$ cat src/hdl/rmt_pkg.sv
// ----------------------------------------------------------------------------
// rmt_pkg
// shared types and constants for the region map table with lru replacement
// ----------------------------------------------------------------------------
package rmt_pkg;

    localparam int ENTRIES = 64;
    localparam int IDX_W   = $clog2(ENTRIES);
    localparam int CMD_W   = 2;
    localparam int KEY_W   = 48;
    localparam int ADDR_W  = 48;
    localparam int SIZE_W  = 22;
    localparam int TIME_W  = 32;
    localparam int SLOT_W  = 6;
    localparam int STAT_W  = 2;

    // command codes
    localparam logic [CMD_W-1:0] CMD_READ  = 2'd0;
    localparam logic [CMD_W-1:0] CMD_WRITE = 2'd1;
    localparam logic [CMD_W-1:0] CMD_ALLOC = 2'd2;

    typedef logic [IDX_W-1:0] idx_t;

    typedef enum logic [STAT_W-1:0] {
        ST_OK        = 2'd0,
        ST_NOT_FOUND = 2'd1,
        ST_NO_MEM    = 2'd2
    } status_t;

    typedef enum logic [2:0] {
        S_IDLE,
        S_LOOK,
        S_LOOK_END,
        S_DECIDE,
        S_ALLOC,
        S_ALLOC_END,
        S_COMMIT,
        S_DONE
    } state_t;

    typedef struct packed {
        logic [CMD_W-1:0]  command;
        logic [KEY_W-1:0]  key;
        logic [SIZE_W-1:0] region_size;
        logic [ADDR_W-1:0] offered_addr;
        logic              offered_ok;
        logic [TIME_W-1:0] now;
    } req_t;

    typedef struct packed {
        status_t           status;
        logic [ADDR_W-1:0] region_addr;
        logic [SLOT_W-1:0] slot;
        logic              offered_taken;
        logic              free_valid;
        logic [ADDR_W-1:0] free_addr;
    } result_t;

    // table write port: full entry write, time refresh, valid bit update
    typedef struct packed {
        logic              we_all;
        logic              we_time;
        idx_t              addr;
        logic [KEY_W-1:0]  key;
        logic [ADDR_W-1:0] remote;
        logic [SIZE_W-1:0] size;
        logic [TIME_W-1:0] stamp;
        logic              vld_we;
        idx_t              vld_addr;
        logic              vld_data;
    } tbl_wr_t;

    typedef struct packed {
        logic              valid;
        logic [KEY_W-1:0]  key;
        logic [ADDR_W-1:0] remote;
        logic [SIZE_W-1:0] size;
        logic [TIME_W-1:0] stamp;
    } tbl_rd_t;

endpackage

$ cat src/hdl/rmt_cmp.sv
// ----------------------------------------------------------------------------
// rmt_cmp
// shared compare unit: key match during lookup, time order during allocation
// ----------------------------------------------------------------------------
module rmt_cmp
(
    input  logic [rmt_pkg::KEY_W-1:0] a,
    input  logic [rmt_pkg::KEY_W-1:0] b,
    output logic                      eq,
    output logic                      lt
);

    assign eq = (a == b);
    assign lt = (a < b);

endmodule

$ cat config.mk
export PLATFORM = sky130hd
export DESIGN_NAME = rmt_cmp
export DESIGN_NICKNAME = d
export VERILOG_FILES = /design/src/hdl/rmt_pkg.sv /design/src/hdl/rmt_cmp.sv
export SDC_FILE = /design/constraint.sdc
export NUM_CORES = 1
export LEC_CHECK = 0
export BUFFER_PORTS_ARGS = -buffer_cell sky130_fd_sc_hd__buf_2
export CAP_MARGIN = 20
export CORE_UTILIZATION = 30
export DETAILED_ROUTE_END_ITERATION = 8
export PLACE_DENSITY = 0.75
export SYNTH_ARGS = -nofsm -noshare
export SYNTH_HDL_FRONTEND = slang
export SYNTH_SLANG_ARGS = --single-unit
$ cat constraint.sdc
create_clock -name vclk -period 3.2
set_input_delay 0.48 -clock vclk [all_inputs]
set_output_delay 0.48 -clock vclk [all_outputs]
set_load 0.01 [all_outputs]
==> results of run 1 <==
## cells by family after synthesis
group,share of synthesized area
compound gates,0.187
buf+inv,0.148
simple gates,0.170
fa+ha+maj,0.495
## synthesized netlist by cell type
| cell type | instances | area share |
|---|---|---|
| a2111oi_0 | 1 | 0.0072 |
| a211oi_1 | 2 | 0.012 |
| a21o_1 | 5 | 0.031 |
| a21oi_1 | 22 | 0.091 |
| a221oi_1 | 1 | 0.0072 |
| a31oi_1 | 1 | 0.0052 |
| and4_1 | 1 | 0.0072 |
| ha_1 | 48 | 0.49 |
| inv_1 | 48 | 0.15 |
| nand2_1 | 11 | 0.034 |
| nand3_1 | 6 | 0.025 |
| nand4_1 | 8 | 0.041 |
| nand4_2 | 1 | 0.010 |
| nor2_1 | 3 | 0.0093 |
| nor2b_1 | 1 | 0.0052 |
| nor3_2 | 1 | 0.0082 |
| nor4_2 | 2 | 0.021 |
| o211ai_1 | 1 | 0.0062 |
| o21ai_0 | 4 | 0.016 |
| o21ai_1 | 1 | 0.0041 |
| o21bai_1 | 1 | 0.0062 |
| or4_4 | 1 | 0.0093 |
## layer usage
| metal | vias up | global-route usage |
|---|---|---|
| li1 | 792 | - |
| met2 | 50 | 0.305 |
| met3 | 4 | 0.00521 |
| met4 | 0 | 0.0163 |
| met1 | 617 | 0.161 |
| met5 | - | 0 |
## cells in the final DEF (no fill, tap or decap)
cell	synthesis	routed
a2111oi_0	1	1
a31oi_1	1	1
buf_2	0	98
a211oi_1	2	2
nor3_2	1	1
nand4_1	8	8
or4_4	1	1
a21oi_1	22	22
nand4_2	1	1
ha_1	48	48
and4_1	1	1
o211ai_1	1	1
a21o_1	5	5
inv_1	48	48
o21ai_1	1	1
nor4_2	2	2
a221oi_1	1	1
o21bai_1	1	1
o21ai_0	4	4
nand3_1	6	6
nor2b_1	1	1
nand2_1	11	11
nor2_1	3	3
## path summary, 6_finish.rpt
path / endpoint / start / slack [ns]
worst min-delay path: eq / b[0] / 1.52
worst max-delay path: lt / b[47] / 0.24
## per-stage QoR
stage	utilization	total power, mW
detailed placement	0.468	0.194
finish	0.468	0.191
floorplan	-	0.107
CTS	0.468	0.195
global route	0.468	0.224
global placement	0.468	0.188
## cell type report
class | instances | share of cell area
Inverter | 48 | 0.102
Multi-Input combinational cell | 122 | 0.586
Tap cell | 48 | 0.0340
Timing Repair Buffer | 98 | 0.278
## power by group through the flow
stage	registers [mW]	clock network, mW	logic (mW)
5_1_grt	0	0	0.224
6_report	0	0	0.191
2_1_floorplan	0	0	0.107
4_1_cts	0	0	0.195
3_3_place_gp	0	0	0.188
3_5_place_dp	0	0	0.194
==> impl_metrics.tcl, run 1 <==
set metrics [dict create \
    status "complete, no violations" \
    coreArea_sq_um 3770 \
    p_int_mw 0.101 \
    top_layer_used "met4" \
    cp-end-kind "primary output" \
    min_path_type "in -> out" \
    stdcell_area_sq_um 1760 \
    syn2layout_area_growth_pct 45.4 \
    setup_tns_ns 0 \
    wl_mm 3.09 \
    vdd_drop_max_v 0.0000469 \
    dp_hpwl_mm 3.01 \
    start_util 0.322 \
    grt_max_degree 4 \
    worst-path-stages 10 \
    drt-initial-drc-count 13 \
    cp_slowest_stage_delay_ns 0.57 \
    synth_warnings 0 \
    p_per_area_nw_per_um2 109 \
    relSlewSlack 0.700 \
    num_vias 1463 \
    routed_via_density 4.63 \
    synthesis.area_sq_um 1210 \
    drive_gt1_frac 0.384 \
    fmax_mhz 338 \
    die_y_um 65.6 \
    drc 0 \
    postCtsResizedCells 0 \
    crit_path_start_kind "primary input" \
    seq_power_share 0 \
    crit_path_cell_trace "buf_2 > inv_1 > ha_1 > nand4_1 > nor4_2 > nand3_1 > or4_4 > nor2_1 > a2111oi_0 > buf_2" \
    place_inst 316 \
    antennaDiodeCount 0 \
    whs_path_depth 5 \
    dieArea_sq_um 4300 \
    finalWorstSetupSlack_ns 0.241 \
    n_fill_cell 388 \
    synth_nets 314 \
    p_clk_frac 0 \
    switching_share 0.471 \
    critPathTopFamily "simple AND/OR/NAND/NOR gates" \
    avgSynthCellArea_sq_um 7.14 \
    seq_cells 0 \
    antenna_found_initial 0 \
    worstPathRequired_ns 2.72 \
    period_share 0.925 \
    final_hold_viol_count 0 \
    layout_min_cycle_time_ns 2.96 \
    maxCapViolCount 0 \
    syn-instance-count 170 \
    clock_buffers 0 \
    setup_viol 0 \
    p_comb_frac 1.000 \
    ctsHoldBuffers 0 \
    gr-total-overflow 0 \
    dp_slack_ns 0.199 \
    power_leakage_nw 1.17 \
    fin_nets 414 \
    grt_pass1_wl_mm 5.17 \
    critPathKind "in -> out" \
    critPathArrivalTime_ns 2.48 \
    die_w_um 65.6 \
    firstDrtPassIters 3 \
    grt_use_total 0.146 \
    synth-seq-area-share 0 \
    numPortBuffers 98 \
    crit_buf_inv 3 \
    final_antenna_net_count 0 \
    place_congestion 0.804 \
    grt_pass1_vias 1397 \
    synth_cell_type_count 22 \
    wl_per_cell_um 9.79 \
    multi_input_area_sq_um 1030 \
    whs_ns 1.52 \
    rows 22 \
    ios 98 \
    crit_top_cell "buf_2" \
    placed_area_sq_um 1760 \
    post_cts_buffers 0 \
    tightest_slew_ns 0.439 \
    stdcell_count 316 \
    slowest_stage "or4_4" \
    wl_met3_um 137 \
    layout.area.seq_sq_um 0 \
    switchingPower_mw 0.0901 \
    met2_length_mm 1.60 \
    slew_viol_final 0 \
    rsz0062_at_grt "no" \
    wl_met1_mm 1.32 \
    critPathMaxFanout 3 \
]
(Power assumes the default switching activity.)
==> run 2, diff against run 1 <==
--- a/config.mk
+++ b/config.mk
@@ -10,6 +10,7 @@
 export CORE_UTILIZATION = 30
 export DETAILED_ROUTE_END_ITERATION = 8
 export PLACE_DENSITY = 0.75
+export SETUP_SLACK_MARGIN = 0.4
 export SYNTH_ARGS = -nofsm -noshare
 export SYNTH_HDL_FRONTEND = slang
 export SYNTH_SLANG_ARGS = --single-unit
==> impl_metrics.tcl, run 2 (synthesis gave the netlist of run 1 again) <==
set metrics [dict create \
    status "complete, no violations" \
    wl_mm 3.45 \
    final_common_cell "buf_2" \
    setup_viol 0 \
    min_to "eq" \
    crit_path_cell_trace "buf_8 > inv_4 > ha_4 > nand4_1 > nor4_4 > nand3_1 > or4_4 > nor2_4 > a2111oi_4 > buf_2" \
    cp-end-kind "primary output" \
    seq_cells 0 \
    num_vias 1501 \
    critPathArrivalTime_ns 2.29 \
    wl_per_cell_um 10.8 \
    layout.area.seq_sq_um 0 \
    grt_pass1_wl_mm 5.52 \
    syn2layout_area_growth_pct 67.1 \
    p_per_area_nw_per_um2 113 \
    drc 0 \
    gr-total-overflow 0 \
    period_share 0.866 \
    die_w_um 65.6 \
    clock_buffers 0 \
    critPathMaxFanout 2 \
    whs_path_depth 5 \
    start_util 0.322 \
    rsz0062_at_grt "yes" \
    ios 98 \
    relSlewSlack 0.710 \
    mostFrequentLayoutCells "buf_2, inv_1, ha_1" \
    cp_slowest_stage_delay_ns 0.47 \
    n_fill_cell 364 \
    multi_input_area_sq_um 1200 \
    fin_total_pwr_mw 0.229 \
    grt_use_total 0.156 \
    final_antenna_net_count 0 \
    slowest_stage "or4_4" \
    final_hold_viol_count 0 \
    grt_max_degree 4 \
    use_met2 0.326 \
    tightest_slew_ns 0.433 \
    firstDrtPassIters 4 \
    ctsHoldBuffers 0 \
    fmax_mhz 361 \
    critPathKind "in -> out" \
    min_path_type "in -> out" \
    antenna_found_initial 0 \
    power_leakage_nw 1.23 \
    dieArea_sq_um 4300 \
    rows 22 \
    use_met3 0.00694 \
    drive_gt1_frac 0.452 \
    grt_util_met1 0.173 \
    die_y_um 65.6 \
    fin_util 0.538 \
    vdd_drop_max_v 0.0000536 \
    crit_path_start_kind "primary input" \
    grt_pass1_vias 1451 \
    min_from "b[0]" \
    place_congestion 0.804 \
    antennaDiodeCount 0 \
    drt-initial-drc-count 9 \
    dp_hpwl_mm 3.01 \
    slew_viol_final 0 \
    fin_nets 418 \
    routed_via_density 4.69 \
    worstPathRequired_ns 2.72 \
    numPortBuffers 98 \
    layout_min_cycle_time_ns 2.77 \
    busiest_layer "met2" \
    setup_tns_ns 0 \
    coreArea_sq_um 3770 \
    maxCapViolCount 0 \
]
run 2: where the power goes:
group          internal [mW]  switching (mW)
logic                  0.122           0.106
clock network              0               0
registers                  0               0
run 2: critical path: cells and delay by family:
kind | cells | cell delay, ns
buffers and inverters | 3 | 0.25
AO/OA/AOI/OAI | 1 | 0.04
adder cells (fa/ha/maj) | 1 | 0.25
AND/OR/NAND/NOR | 5 | 1.27
run 2: metrics by stage:
step           instances  instance area, sq um  setup slack [ns]  hold WS, ns
2_1_floorplan        170                  1210             0.585         1.29
3_3_place_gp         316                  1760             0.245         1.51
3_5_place_dp         316                  1760             0.199         1.51
4_1_cts              320                  1950             0.401         1.52
5_1_grt              320                  2030             0.320         1.54
6_report             320                  2030             0.429         1.52
run 2: how the worst max path moves through the flow:
stage / startpoint / endpoint / slack [ns] / cells after the start
6_report: b[42] / lt / 0.43 / 10
5_1_grt: b[40] / lt / 0.32 / 10
4_1_cts: b[43] / lt / 0.40 / 10
3_5_place_dp: b[47] / lt / 0.20 / 10
3_3_place_gp: b[47] / lt / 0.24 / 10
2_1_floorplan: b[30] / eq / 0.59 / 7
run 2: layout make-up:
cell class,count,area share
repair buffers,102,0.285
multi-input cells,122,0.594
well taps,48,0.0296
inverters,48,0.0913
run 2: what timing repair did:
item                                    in CTS  in global routing
endpoints found under the hold margin        0                  0
gates resized for setup                     24                 10
endpoints found under the setup margin       2                  2
pin swaps                                   12                  7
buffers inserted                             4                  0
run 2: routing by layer:
| layer | wire length [um] | up-vias |
|---|---|---|
| met4 | 36 | 0 |
| li1 | - | 801 |
| met1 | 1400 | 646 |
| met3 | 151 | 4 |
| met2 | 1860 | 50 |
| met5 | 0 | - |
==> run 3, diff against run 2 <==
--- a/config.mk
+++ b/config.mk
@@ -5,11 +5,11 @@
 export SDC_FILE = /design/constraint.sdc
 export NUM_CORES = 1
 export LEC_CHECK = 0
-export BUFFER_PORTS_ARGS = -buffer_cell sky130_fd_sc_hd__buf_2
 export CAP_MARGIN = 20
-export CORE_UTILIZATION = 30
+export CORE_UTILIZATION = 55
 export DETAILED_ROUTE_END_ITERATION = 8
-export PLACE_DENSITY = 0.75
+export DONT_BUFFER_PORTS = 1
+export PLACE_DENSITY = 0.7
 export SETUP_SLACK_MARGIN = 0.4
 export SYNTH_ARGS = -nofsm -noshare
 export SYNTH_HDL_FRONTEND = slang
==> impl_metrics.tcl, run 3 (synthesis gave the netlist of run 1 again) <==
set metrics [dict create \
    rsz0062_at_grt "no" \
    seq_cells 0 \
    start_util 0.600 \
    drc 0 \
    cp_slowest_stage_delay_ns 0.31 \
    syn2layout_area_growth_pct 22.1 \
    mostFrequentLayoutCells "inv_1, ha_1, a21oi_1" \
    ctsHoldBuffers 0 \
    grt_max_degree 4 \
    gr-total-overflow 0 \
    grt_pass1_vias 1073 \
    final_hold_viol_count 0 \
    whs_path_depth 3 \
    setup_tns_ns 0 \
    period_share 0.856 \
    min_to "eq" \
    final_antenna_net_count 0 \
    power_leakage_nw 0.838 \
    die_w_um 49.0 \
    crit_path_cell_trace "inv_1 > ha_1 > nand4_1 > nor4_4 > nand3_1 > buf_4 > buf_6 > buf_6 > buf_6 > a31oi_4 > a2111oi_4 > buf_4" \
    fin_util 0.733 \
    placed_area_sq_um 1250 \
    wl_per_cell_um 12.1 \
    min_from "b[0]" \
    dieArea_sq_um 2400 \
    antennaDiodeCount 0 \
    firstDrtPassIters 4 \
    stdcell_area_sq_um 1480 \
    critPathMaxFanout 3 \
    whs_ns 1.34 \
    grt_use_total 0.187 \
    die_y_um 49.0 \
    crit_path_start_kind "primary input" \
    ios 98 \
    clock_buffers 0 \
    maxCapViolCount 0 \
    fmax_mhz 365 \
    critPathArrivalTime_ns 2.26 \
    num_vias 1158 \
    relSlewSlack 0.717 \
    min_path_type "in -> out" \
    grt_pass1_wl_mm 3.84 \
    routed_via_density 5.68 \
    fin_nets 323 \
    slowest_stage "nor4_4" \
    drt-initial-drc-count 9 \
    slew_viol_final 0 \
    numPortBuffers 0 \
    worstPathRequired_ns 2.72 \
    layout_min_cycle_time_ns 2.74 \
    cp-end-kind "primary output" \
    critPathKind "in -> out" \
    n_fill_cell 161 \
    crit_top_cell "buf_6" \
    status "complete, no violations" \
    dp_hpwl_mm 2.24 \
    final_common_cell "inv_1" \
    setup_viol 0 \
    fin_total_pwr_mw 0.160 \
    coreArea_sq_um 2020 \
    wl_mm 2.47 \
    rows 16 \
    place_congestion 0.692 \
    drive_gt1_frac 0.153 \
    p_per_area_nw_per_um2 108 \
    vdd_drop_max_v 0.0000649 \
    layout.area.seq_sq_um 0 \
    tightest_slew_ns 0.421 \
    antenna_found_initial 0 \
]
==> run 3: changes by cell type in the layout (fill, tap and decap cells not counted), sizes merged <==
cell,delta
buf,-95
==> run 3: worst max path at each step <==
stage / startpoint / end / slack (ns) / depth (start not counted)
5_1_grt: b[46] / lt / 0.37 / 12
6_report: b[35] / lt / 0.46 / 12
4_1_cts: b[43] / lt / 0.42 / 12
2_1_floorplan: b[30] / eq / 0.59 / 7
3_5_place_dp: b[30] / lt / 0.29 / 9
3_3_place_gp: b[47] / lt / 0.41 / 9
==> run 3: routing by layer <==
metal  share of wire  GRT usage
met1            0.41      0.198
met2            0.54      0.410
met3           0.051     0.0125
met4               0          0
met5               0          0
==> run 3: critical path: cells and delay by family <==
family          cells  cell delay (ns)
compound gates      2             0.24
fa+ha+maj           1             0.30
buf+inv             6             0.64
simple gates        3             0.60
==> run 3: what timing repair did <==
| action | in CTS | in global routing |
|---|---|---|
| setup buffers | 4 | 2 |
| pin swaps | 7 | 14 |
| setup endpoints to repair | 2 | 1 |
| resized for setup | 3 | 23 |
==> run 3: stage by stage <==
step	setup slack [ns]	cells
4_1_cts	0.419	202
3_5_place_dp	0.288	198
2_1_floorplan	0.585	170
3_3_place_gp	0.414	198
5_1_grt	0.365	204
6_report	0.460	204
==> run 3: layout make-up <==
type | instances | area (sq um) | share of cell area
Timing Repair Buffer | 7 | 63.8 | 0.0431
Tap cell | 27 | 33.8 | 0.0228
Multi-Input combinational cell | 122 | 1200 | 0.807
Inverter | 48 | 188 | 0.127
==> run 3: where the power goes <==
part	leakage, nW	total, mW	switching (mW)	internal [mW]
clock	0	0	0	0
sequential	0	0	0	0
combinational	0.838	0.160	0.0830	0.0774
