[src/hdl/rmt_pkg.sv]
// ----------------------------------------------------------------------------
// rmt_pkg
// shared types and constants for the region map table with lru replacement
// ----------------------------------------------------------------------------
package rmt_pkg;

    localparam int ENTRIES = 64;
    localparam int IDX_W   = $clog2(ENTRIES);
    localparam int CMD_W   = 2;
    localparam int KEY_W   = 48;
    localparam int ADDR_W  = 48;
    localparam int SIZE_W  = 22;
    localparam int TIME_W  = 32;
    localparam int SLOT_W  = 6;
    localparam int STAT_W  = 2;

    // command codes
    localparam logic [CMD_W-1:0] CMD_READ  = 2'd0;
    localparam logic [CMD_W-1:0] CMD_WRITE = 2'd1;
    localparam logic [CMD_W-1:0] CMD_ALLOC = 2'd2;

    typedef logic [IDX_W-1:0] idx_t;

    typedef enum logic [STAT_W-1:0] {
        ST_OK        = 2'd0,
        ST_NOT_FOUND = 2'd1,
        ST_NO_MEM    = 2'd2
    } status_t;

    typedef enum logic [2:0] {
        S_IDLE,
        S_LOOK,
        S_LOOK_END,
        S_DECIDE,
        S_ALLOC,
        S_ALLOC_END,
        S_COMMIT,
        S_DONE
    } state_t;

    typedef struct packed {
        logic [CMD_W-1:0]  command;
        logic [KEY_W-1:0]  key;
        logic [SIZE_W-1:0] region_size;
        logic [ADDR_W-1:0] offered_addr;
        logic              offered_ok;
        logic [TIME_W-1:0] now;
    } req_t;

    typedef struct packed {
        status_t           status;
        logic [ADDR_W-1:0] region_addr;
        logic [SLOT_W-1:0] slot;
        logic              offered_taken;
        logic              free_valid;
        logic [ADDR_W-1:0] free_addr;
    } result_t;

    // table write port: full entry write, time refresh, valid bit update
    typedef struct packed {
        logic              we_all;
        logic              we_time;
        idx_t              addr;
        logic [KEY_W-1:0]  key;
        logic [ADDR_W-1:0] remote;
        logic [SIZE_W-1:0] size;
        logic [TIME_W-1:0] stamp;
        logic              vld_we;
        idx_t              vld_addr;
        logic              vld_data;
    } tbl_wr_t;

    typedef struct packed {
        logic              valid;
        logic [KEY_W-1:0]  key;
        logic [ADDR_W-1:0] remote;
        logic [SIZE_W-1:0] size;
        logic [TIME_W-1:0] stamp;
    } tbl_rd_t;

endpackage

[src/hdl/rmt_seq.sv]
// ----------------------------------------------------------------------------
// rmt_seq
// sequencer: lookup scan, allocation scan and table update for one word
// ----------------------------------------------------------------------------
module rmt_seq
(
    input  logic                      clk,
    input  logic                      rst_n,
    input  logic                      in_valid,
    output logic                      in_ready,
    input  rmt_pkg::req_t             req_in,
    output logic                      res_valid,
    input  logic                      res_take,
    output rmt_pkg::result_t          res,
    output rmt_pkg::idx_t             rd_addr,
    output rmt_pkg::tbl_wr_t          wr,
    input  rmt_pkg::tbl_rd_t          rd,
    output logic [rmt_pkg::KEY_W-1:0] cmp_a,
    output logic [rmt_pkg::KEY_W-1:0] cmp_b,
    input  logic                      cmp_eq,
    input  logic                      cmp_lt
);

    rmt_pkg::state_t state_reg, state_next;

    rmt_pkg::req_t    req_reg, req_next;
    rmt_pkg::result_t res_reg, res_next;

    rmt_pkg::idx_t cnt_reg, cnt_next;
    logic          pipe_vld_reg, pipe_vld_next;
    rmt_pkg::idx_t pipe_idx_reg, pipe_idx_next;

    logic                       hit_reg, hit_next;
    rmt_pkg::idx_t              hit_idx_reg, hit_idx_next;
    logic [rmt_pkg::ADDR_W-1:0] hit_remote_reg, hit_remote_next;
    logic [rmt_pkg::SIZE_W-1:0] hit_size_reg, hit_size_next;

    logic                       free_found_reg, free_found_next;
    rmt_pkg::idx_t              free_idx_reg, free_idx_next;
    logic [rmt_pkg::TIME_W-1:0] best_time_reg, best_time_next;
    rmt_pkg::idx_t              best_idx_reg, best_idx_next;
    logic [rmt_pkg::ADDR_W-1:0] best_remote_reg, best_remote_next;

    logic                       fv_reg, fv_next;
    logic [rmt_pkg::ADDR_W-1:0] fa_reg, fa_next;

    logic                       last_idx;
    logic                       alloc_phase;
    logic                       look_phase;
    logic                       size_match;
    rmt_pkg::idx_t              pick;
    logic                       fv_now;
    logic [rmt_pkg::ADDR_W-1:0] fa_now;

    assign last_idx    = (cnt_reg == rmt_pkg::idx_t'(rmt_pkg::ENTRIES - 1));
    assign alloc_phase = (state_reg == rmt_pkg::S_ALLOC) || (state_reg == rmt_pkg::S_ALLOC_END);
    assign look_phase  = (state_reg == rmt_pkg::S_LOOK) || (state_reg == rmt_pkg::S_LOOK_END);
    assign size_match  = (hit_size_reg == req_reg.region_size);
    assign pick        = free_found_reg ? free_idx_reg : best_idx_reg;
    assign fv_now      = fv_reg | ~free_found_reg;
    assign fa_now      = free_found_reg ? fa_reg : best_remote_reg;

    // shared compare operands
    assign cmp_a = alloc_phase ? rmt_pkg::KEY_W'(rd.stamp) : rd.key;
    assign cmp_b = alloc_phase ? rmt_pkg::KEY_W'(best_time_reg) : req_reg.key;

    assign rd_addr   = cnt_reg;
    assign in_ready  = (state_reg == rmt_pkg::S_IDLE);
    assign res_valid = (state_reg == rmt_pkg::S_DONE);
    assign res       = res_reg;

    // next state
    always_comb
    begin
        state_next = state_reg;
        case (state_reg)
            rmt_pkg::S_IDLE:
            begin
                if (in_valid)
                begin
                    if (req_in.command == rmt_pkg::CMD_READ ||
                        req_in.command == rmt_pkg::CMD_WRITE)
                    begin
                        state_next = rmt_pkg::S_LOOK;
                    end
                    else if (req_in.command == rmt_pkg::CMD_ALLOC)
                    begin
                        state_next = rmt_pkg::S_ALLOC;
                    end
                    else
                    begin
                        state_next = rmt_pkg::S_DONE;
                    end
                end
            end
            rmt_pkg::S_LOOK:
            begin
                if (last_idx)
                begin
                    state_next = rmt_pkg::S_LOOK_END;
                end
            end
            rmt_pkg::S_LOOK_END:
            begin
                state_next = rmt_pkg::S_DECIDE;
            end
            rmt_pkg::S_DECIDE:
            begin
                if (req_reg.command == rmt_pkg::CMD_WRITE && !(hit_reg && size_match))
                begin
                    state_next = rmt_pkg::S_ALLOC;
                end
                else
                begin
                    state_next = rmt_pkg::S_DONE;
                end
            end
            rmt_pkg::S_ALLOC:
            begin
                if (last_idx)
                begin
                    state_next = rmt_pkg::S_ALLOC_END;
                end
            end
            rmt_pkg::S_ALLOC_END:
            begin
                state_next = rmt_pkg::S_COMMIT;
            end
            rmt_pkg::S_COMMIT:
            begin
                state_next = rmt_pkg::S_DONE;
            end
            rmt_pkg::S_DONE:
            begin
                if (res_take)
                begin
                    state_next = rmt_pkg::S_IDLE;
                end
            end
            default:
            begin
                state_next = rmt_pkg::S_IDLE;
            end
        endcase
    end

    // datapath and table control
    always_comb
    begin
        req_next         = req_reg;
        res_next         = res_reg;
        cnt_next         = cnt_reg;
        pipe_vld_next    = 1'b0;
        pipe_idx_next    = cnt_reg;
        hit_next         = hit_reg;
        hit_idx_next     = hit_idx_reg;
        hit_remote_next  = hit_remote_reg;
        hit_size_next    = hit_size_reg;
        free_found_next  = free_found_reg;
        free_idx_next    = free_idx_reg;
        best_time_next   = best_time_reg;
        best_idx_next    = best_idx_reg;
        best_remote_next = best_remote_reg;
        fv_next          = fv_reg;
        fa_next          = fa_reg;
        wr               = '0;

        // compare stage, one entry behind the read address
        if (pipe_vld_reg && look_phase)
        begin
            if (rd.valid && cmp_eq && !hit_reg)
            begin
                hit_next        = 1'b1;
                hit_idx_next    = pipe_idx_reg;
                hit_remote_next = rd.remote;
                hit_size_next   = rd.size;
            end
        end
        if (pipe_vld_reg && alloc_phase)
        begin
            if (!rd.valid && !free_found_reg)
            begin
                free_found_next = 1'b1;
                free_idx_next   = pipe_idx_reg;
            end
            // strict less keeps the lowest index on a tie
            if (pipe_idx_reg == '0 || cmp_lt)
            begin
                best_time_next   = rd.stamp;
                best_idx_next    = pipe_idx_reg;
                best_remote_next = rd.remote;
            end
        end

        case (state_reg)
            rmt_pkg::S_IDLE:
            begin
                if (in_valid)
                begin
                    req_next = req_in;
                    if (req_in.command == rmt_pkg::CMD_ALLOC)
                    begin
                        req_next.key = '0;
                    end
                    cnt_next        = '0;
                    hit_next        = 1'b0;
                    free_found_next = 1'b0;
                    fv_next         = 1'b0;
                    fa_next         = '0;
                    res_next        = '0;
                    res_next.status = rmt_pkg::ST_NOT_FOUND;
                end
            end
            rmt_pkg::S_LOOK, rmt_pkg::S_ALLOC:
            begin
                cnt_next      = cnt_reg + 1'b1;
                pipe_vld_next = 1'b1;
            end
            rmt_pkg::S_DECIDE:
            begin
                cnt_next = '0;
                if (hit_reg)
                begin
                    if (req_reg.command == rmt_pkg::CMD_READ || size_match)
                    begin
                        // hit: refresh time
                        wr.we_time           = 1'b1;
                        wr.addr              = hit_idx_reg;
                        wr.stamp             = req_reg.now;
                        res_next.status      = rmt_pkg::ST_OK;
                        res_next.region_addr = hit_remote_reg;
                        res_next.slot        = rmt_pkg::SLOT_W'(hit_idx_reg);
                    end
                    else
                    begin
                        // size mismatch: release and reallocate
                        fv_next     = 1'b1;
                        fa_next     = hit_remote_reg;
                        wr.vld_we   = 1'b1;
                        wr.vld_addr = hit_idx_reg;
                        wr.vld_data = 1'b0;
                    end
                end
            end
            rmt_pkg::S_COMMIT:
            begin
                wr.vld_we              = 1'b1;
                wr.vld_addr            = pick;
                wr.vld_data            = req_reg.offered_ok;
                wr.we_all              = req_reg.offered_ok;
                wr.addr                = pick;
                wr.key                 = req_reg.key;
                wr.remote              = req_reg.offered_addr;
                wr.size                = req_reg.region_size;
                wr.stamp               = req_reg.now;
                res_next.free_valid    = fv_now;
                res_next.free_addr     = fa_now;
                res_next.offered_taken = req_reg.offered_ok;
                if (req_reg.offered_ok)
                begin
                    res_next.status      = rmt_pkg::ST_OK;
                    res_next.region_addr = req_reg.offered_addr;
                    res_next.slot        = rmt_pkg::SLOT_W'(pick);
                end
                else
                begin
                    res_next.status = rmt_pkg::ST_NO_MEM;
                end
            end
            default:
            begin
            end
        endcase
    end

    always_ff @(posedge clk or negedge rst_n)
    begin
        if (!rst_n)
        begin
            state_reg      <= rmt_pkg::S_IDLE;
            cnt_reg        <= '0;
            pipe_vld_reg   <= 1'b0;
            hit_reg        <= 1'b0;
            free_found_reg <= 1'b0;
            fv_reg         <= 1'b0;
        end
        else
        begin
            state_reg      <= state_next;
            cnt_reg        <= cnt_next;
            pipe_vld_reg   <= pipe_vld_next;
            hit_reg        <= hit_next;
            free_found_reg <= free_found_next;
            fv_reg         <= fv_next;
        end
    end

    always_ff @(posedge clk)
    begin
        req_reg         <= req_next;
        res_reg         <= res_next;
        pipe_idx_reg    <= pipe_idx_next;
        hit_idx_reg     <= hit_idx_next;
        hit_remote_reg  <= hit_remote_next;
        hit_size_reg    <= hit_size_next;
        free_idx_reg    <= free_idx_next;
        best_time_reg   <= best_time_next;
        best_idx_reg    <= best_idx_next;
        best_remote_reg <= best_remote_next;
        fa_reg          <= fa_next;
    end

endmodule

[config.mk]
export PLATFORM = sky130hd
export DESIGN_NAME = rmt_seq
export DESIGN_NICKNAME = d
export VERILOG_FILES = /design/src/hdl/rmt_pkg.sv /design/src/hdl/rmt_seq.sv
export SDC_FILE = /design/constraint.sdc
export NUM_CORES = 1
export LEC_CHECK = 0
export BUFFER_PORTS_ARGS = -buffer_cell sky130_fd_sc_hd__buf_4
export CELL_PAD_IN_SITES_DETAIL_PLACEMENT = 0
export CELL_PAD_IN_SITES_GLOBAL_PLACEMENT = 2
export CORE_AREA = 2 2 266 268
export DETAILED_ROUTE_END_ITERATION = 8
export DIE_AREA = 0 0 268 270
export GPL_TIMING_DRIVEN = 0
export PLACE_DENSITY_LB_ADDON = 0.1
export REMOVE_ABC_BUFFERS = 1
export SYNTH_ARGS = -nofsm -noshare
export SYNTH_HDL_FRONTEND = slang
export SYNTH_SLANG_ARGS = --single-unit
[constraint.sdc]
create_clock -name clk -period 10.83 [get_ports clk]
set_input_delay 0.5415 -clock clk [delete_from_list [all_inputs] [get_ports clk]]
set_output_delay 0.5415 -clock clk [all_outputs]
set_load 0.02 [all_outputs]
==> flow_summary.ini <==
[final_layout]
layout_commonest_cell = buf_4
layout.cells.most_common_list = buf_4 (685), edfxtp_1 (475), and2_1 (282)
drive_gt1_share_pct = 46.7
fillers = 6654
area.growth.synth_to_final_pct = 44.0
largest_register_ffs = 153
post-route-util_pct = 40.2
postLayoutCellArea_mm2 = 0.0280
nets = 2242

[detailed_routing]
drt_wl_total_mm = 65.3
first_pass_iters = 6
drc = 0
routedWlPerCell_um = 22.4
vias_per_cell = 4.27
ant_nets = 0
vias = 12448
drtIter0Drc = 535

[cts]
cts_buffers = 58
clockBufferDepth = 3
htree_levels = 2
clock_sinks = 494
clkTransAtPathRegs_ps = 60
cts_tree = done
clock_insertion_delay_worst_skew_ps = 620
clk_root_buffer_cell = clkbuf_16

[critical_path]
worst_path_largest_cell_delay_ps = 780
worstPathMaxFanout = 53
critPathLaunchType = register
r2r_cells = 8
timing.critical_path.buf_inv = 4
r2r-end = res[98]$_DFFE_PP_
path_delay_family = simple AND/OR/NAND/NOR gates
crit_arrival_ps = 4370
cp_slowest_cell = a311oi_4
r2r_start = state_reg[2]$_DFFE_PN0P_
worst-r2r-setup-slack_ps = 6770
path_class = register to register
crit_path_end_kind = register
required_ps = 11140
critical_path_depth = 8
worstPathCellList = inv_1, or3_4, nand2_4, buf_12, a21oi_1, a311oi_4, buf_8, buf_8
cpMostUsedCell = buf_8

[floorplanning]
initial_core_util_pct = 27.9
rows = 97
fp.dieH_um = 270
dieArea_mm2 = 0.0724
core_area_mm2 = 0.0695
die-width_um = 268
ioPinCount = 686

[global_route]
grt_max_degree = 102
grt_usage_pct = 17.7
antenna_found_initial = 4
grt_pass1_wl_mm = 92.6
grt_pass1_vias = 13098
grt_overflow_total = 0

[power_and_ir_drop]
switchingPower_uw = 2440
leakage_uw = 0.0111
vdd_drop_max_uv = 141
p_sw_share_pct = 34.4
p_total_uw = 7100
internal_power_uw = 4660
pwr-share-comb_pct = 36.0
p_per_area_mw_per_mm2 = 254
seq_power_share_pct = 38.0
clockPowerShare_pct = 26.0

[logic_synthesis]
ys_ff_latch = 494
netlist-cell-type-count = 41
synth_area_mm2 = 0.0194
synth_area_per_cell_um2 = 16.1
synthCells = 1210
yosysWarnings = 0
ys_seq_area_share_pct = 75.7

[timing]
worst_pin_slew_ps = 1010
grt_setup_unrepaired = false
hold_viol_final = 0
finalSetupViolations = 0
skew_ps = 27.2
slew_violations = 0
finalCritPeriodShare_pct = 37.5
max_freq_ghz = 0.246
layout_min_cycle_time_ps = 4060
slew_headroom_pct = 32.1

[status]
outcome = complete, no violations

[place]
gp_congestion = 0.768
numPortBuffers = 685
postPlaceCellArea_mm2 = 0.0262
hpwl_mm = 48.4

[worst_hold_path]
whs_endpoint = hit_size_reg[16]$_DFFE_PP_
whs_path_depth = 1
min-delay-start = rd[48]
hold_class = input port to register

[run]
cap_violations = 0
[metrics by stage]
step / setup TNS, ps / worst slack (ps) / hold WS (ps) / cells
after floorplan: 0 / 3150 / 246 / 1153
after global placement: -301500 / -3760 / 415 / 2778
after detailed placement: 0 / 6660 / 415 / 2810
after CTS: 0 / 6650 / 48.9 / 2916
after global routing: 0 / 6460 / 57.2 / 2916
final: 0 / 6770 / 95.5 / 2917
[synth_stat cells, drive strengths merged]
| library cell | n | area [um2] |
|---|---|---|
| edfxtp | 475 | 14300 |
| and2 | 282 | 1760 |
| mux2 | 70 | 788 |
| nor2 | 66 | 248 |
| or2 | 49 | 307 |
| mux2i | 48 | 480 |
| clkbuf | 33 | 124 |
| nand2 | 29 | 109 |
| o21ai | 26 | 130 |
| buf | 24 | 126 |
| xnor2 | 21 | 184 |
| dfrtp | 13 | 325 |
| nand4 | 8 | 50.1 |
| a21oi | 7 | 35.0 |
| inv | 7 | 26.3 |
| nor3 | 7 | 40.0 |
| a32oi | 6 | 52.6 |
| dfxtp | 6 | 120 |
| nand3 | 6 | 30.0 |
| a31oi | 4 | 25.0 |
| and3 | 4 | 25.0 |
| xor2 | 3 | 26.3 |
| nor4 | 2 | 27.5 |
| o31ai | 2 | 15.0 |
| a2111oi | 1 | 8.76 |
| a21o | 1 | 7.51 |
| a22o | 1 | 8.76 |
| a311oi | 1 | 8.76 |
| a41o | 1 | 11.3 |
| and3b | 1 | 8.76 |
| ha | 1 | 12.5 |
| nand2b | 1 | 6.26 |
| nand3b | 1 | 7.51 |
| nor2b | 1 | 6.26 |
| o22ai | 1 | 6.26 |
| or3 | 1 | 6.26 |
[worst max path at each step]
stage,from,end,slack (ps)
floorplan,state_reg[1]$_DFFE_PN0P_,res[100]$_DFFE_PP_,3150
global placement,state_reg[2]$_DFFE_PN0P_,res[98]$_DFFE_PP_,-3760
detailed placement,state_reg[2]$_DFFE_PN0P_,res[98]$_DFFE_PP_,6660
CTS,state_reg[2]$_DFFE_PN0P_,res[98]$_DFFE_PP_,6650
global route,state_reg[2]$_DFFE_PN0P_,res[98]$_DFFE_PP_,6460
finish,state_reg[2]$_DFFE_PN0P_,res[98]$_DFFE_PP_,6770
[power by group through the flow]
stage          logic (uW)  registers, uW  clock network, uW
2_1_floorplan        1090           2950                  0
3_3_place_gp         2490           2870                  0
3_5_place_dp         2620           2740                  0
4_1_cts              2630           2700               1910
5_1_grt              2740           2730               1990
6_report             2550           2700               1850
[cell type report]
| type | instances | area (um2) | area share, % |
|---|---|---|---|
| clock inverter | 32 | 238 | 0.850 |
| multi-input combinational | 652 | 4510 | 16.1 |
| inverter | 7 | 33.8 | 0.121 |
| sequential | 494 | 14700 | 52.6 |
| timing repair buffer | 718 | 5770 | 20.6 |
| antenna | 1 | 2.50 | 0.00895 |
| clock buffer | 73 | 1530 | 5.47 |
| tap | 940 | 1180 | 4.20 |
[layer usage]
metal  track usage, %  up-vias  wire (um)
met1             19.4     6128      24200
li1                 -     5836          -
met2             32.0      411      34300
met4             3.32        6        864
met3             6.96       67       5850
met5                0        -         39
[logic make-up (layout without fill, tap and decap cells)]
| family | count (synthesis) | count (layout) | synth area share [%] |
|---|---|---|---|
| buf+inv | 64 | 830 | 1.42 |
| simple gates | 458 | 458 | 13.6 |
| other cells | 0 | 1 | 0 |
| mux | 118 | 118 | 6.53 |
| xor+xnor | 24 | 24 | 1.08 |
| flops | 494 | 494 | 75.7 |
| fa+ha+maj | 1 | 1 | 0.0644 |
| compound gates | 51 | 51 | 1.59 |
[what timing repair did]
item                                   4_1_cts  5_1_grt
endpoints found under the hold margin       13        0
buffers inserted                             0        0
gates resized for setup                      0        0
hold buffers                                 1        0
No activity file was read; power rests on OpenSTA's default activity.
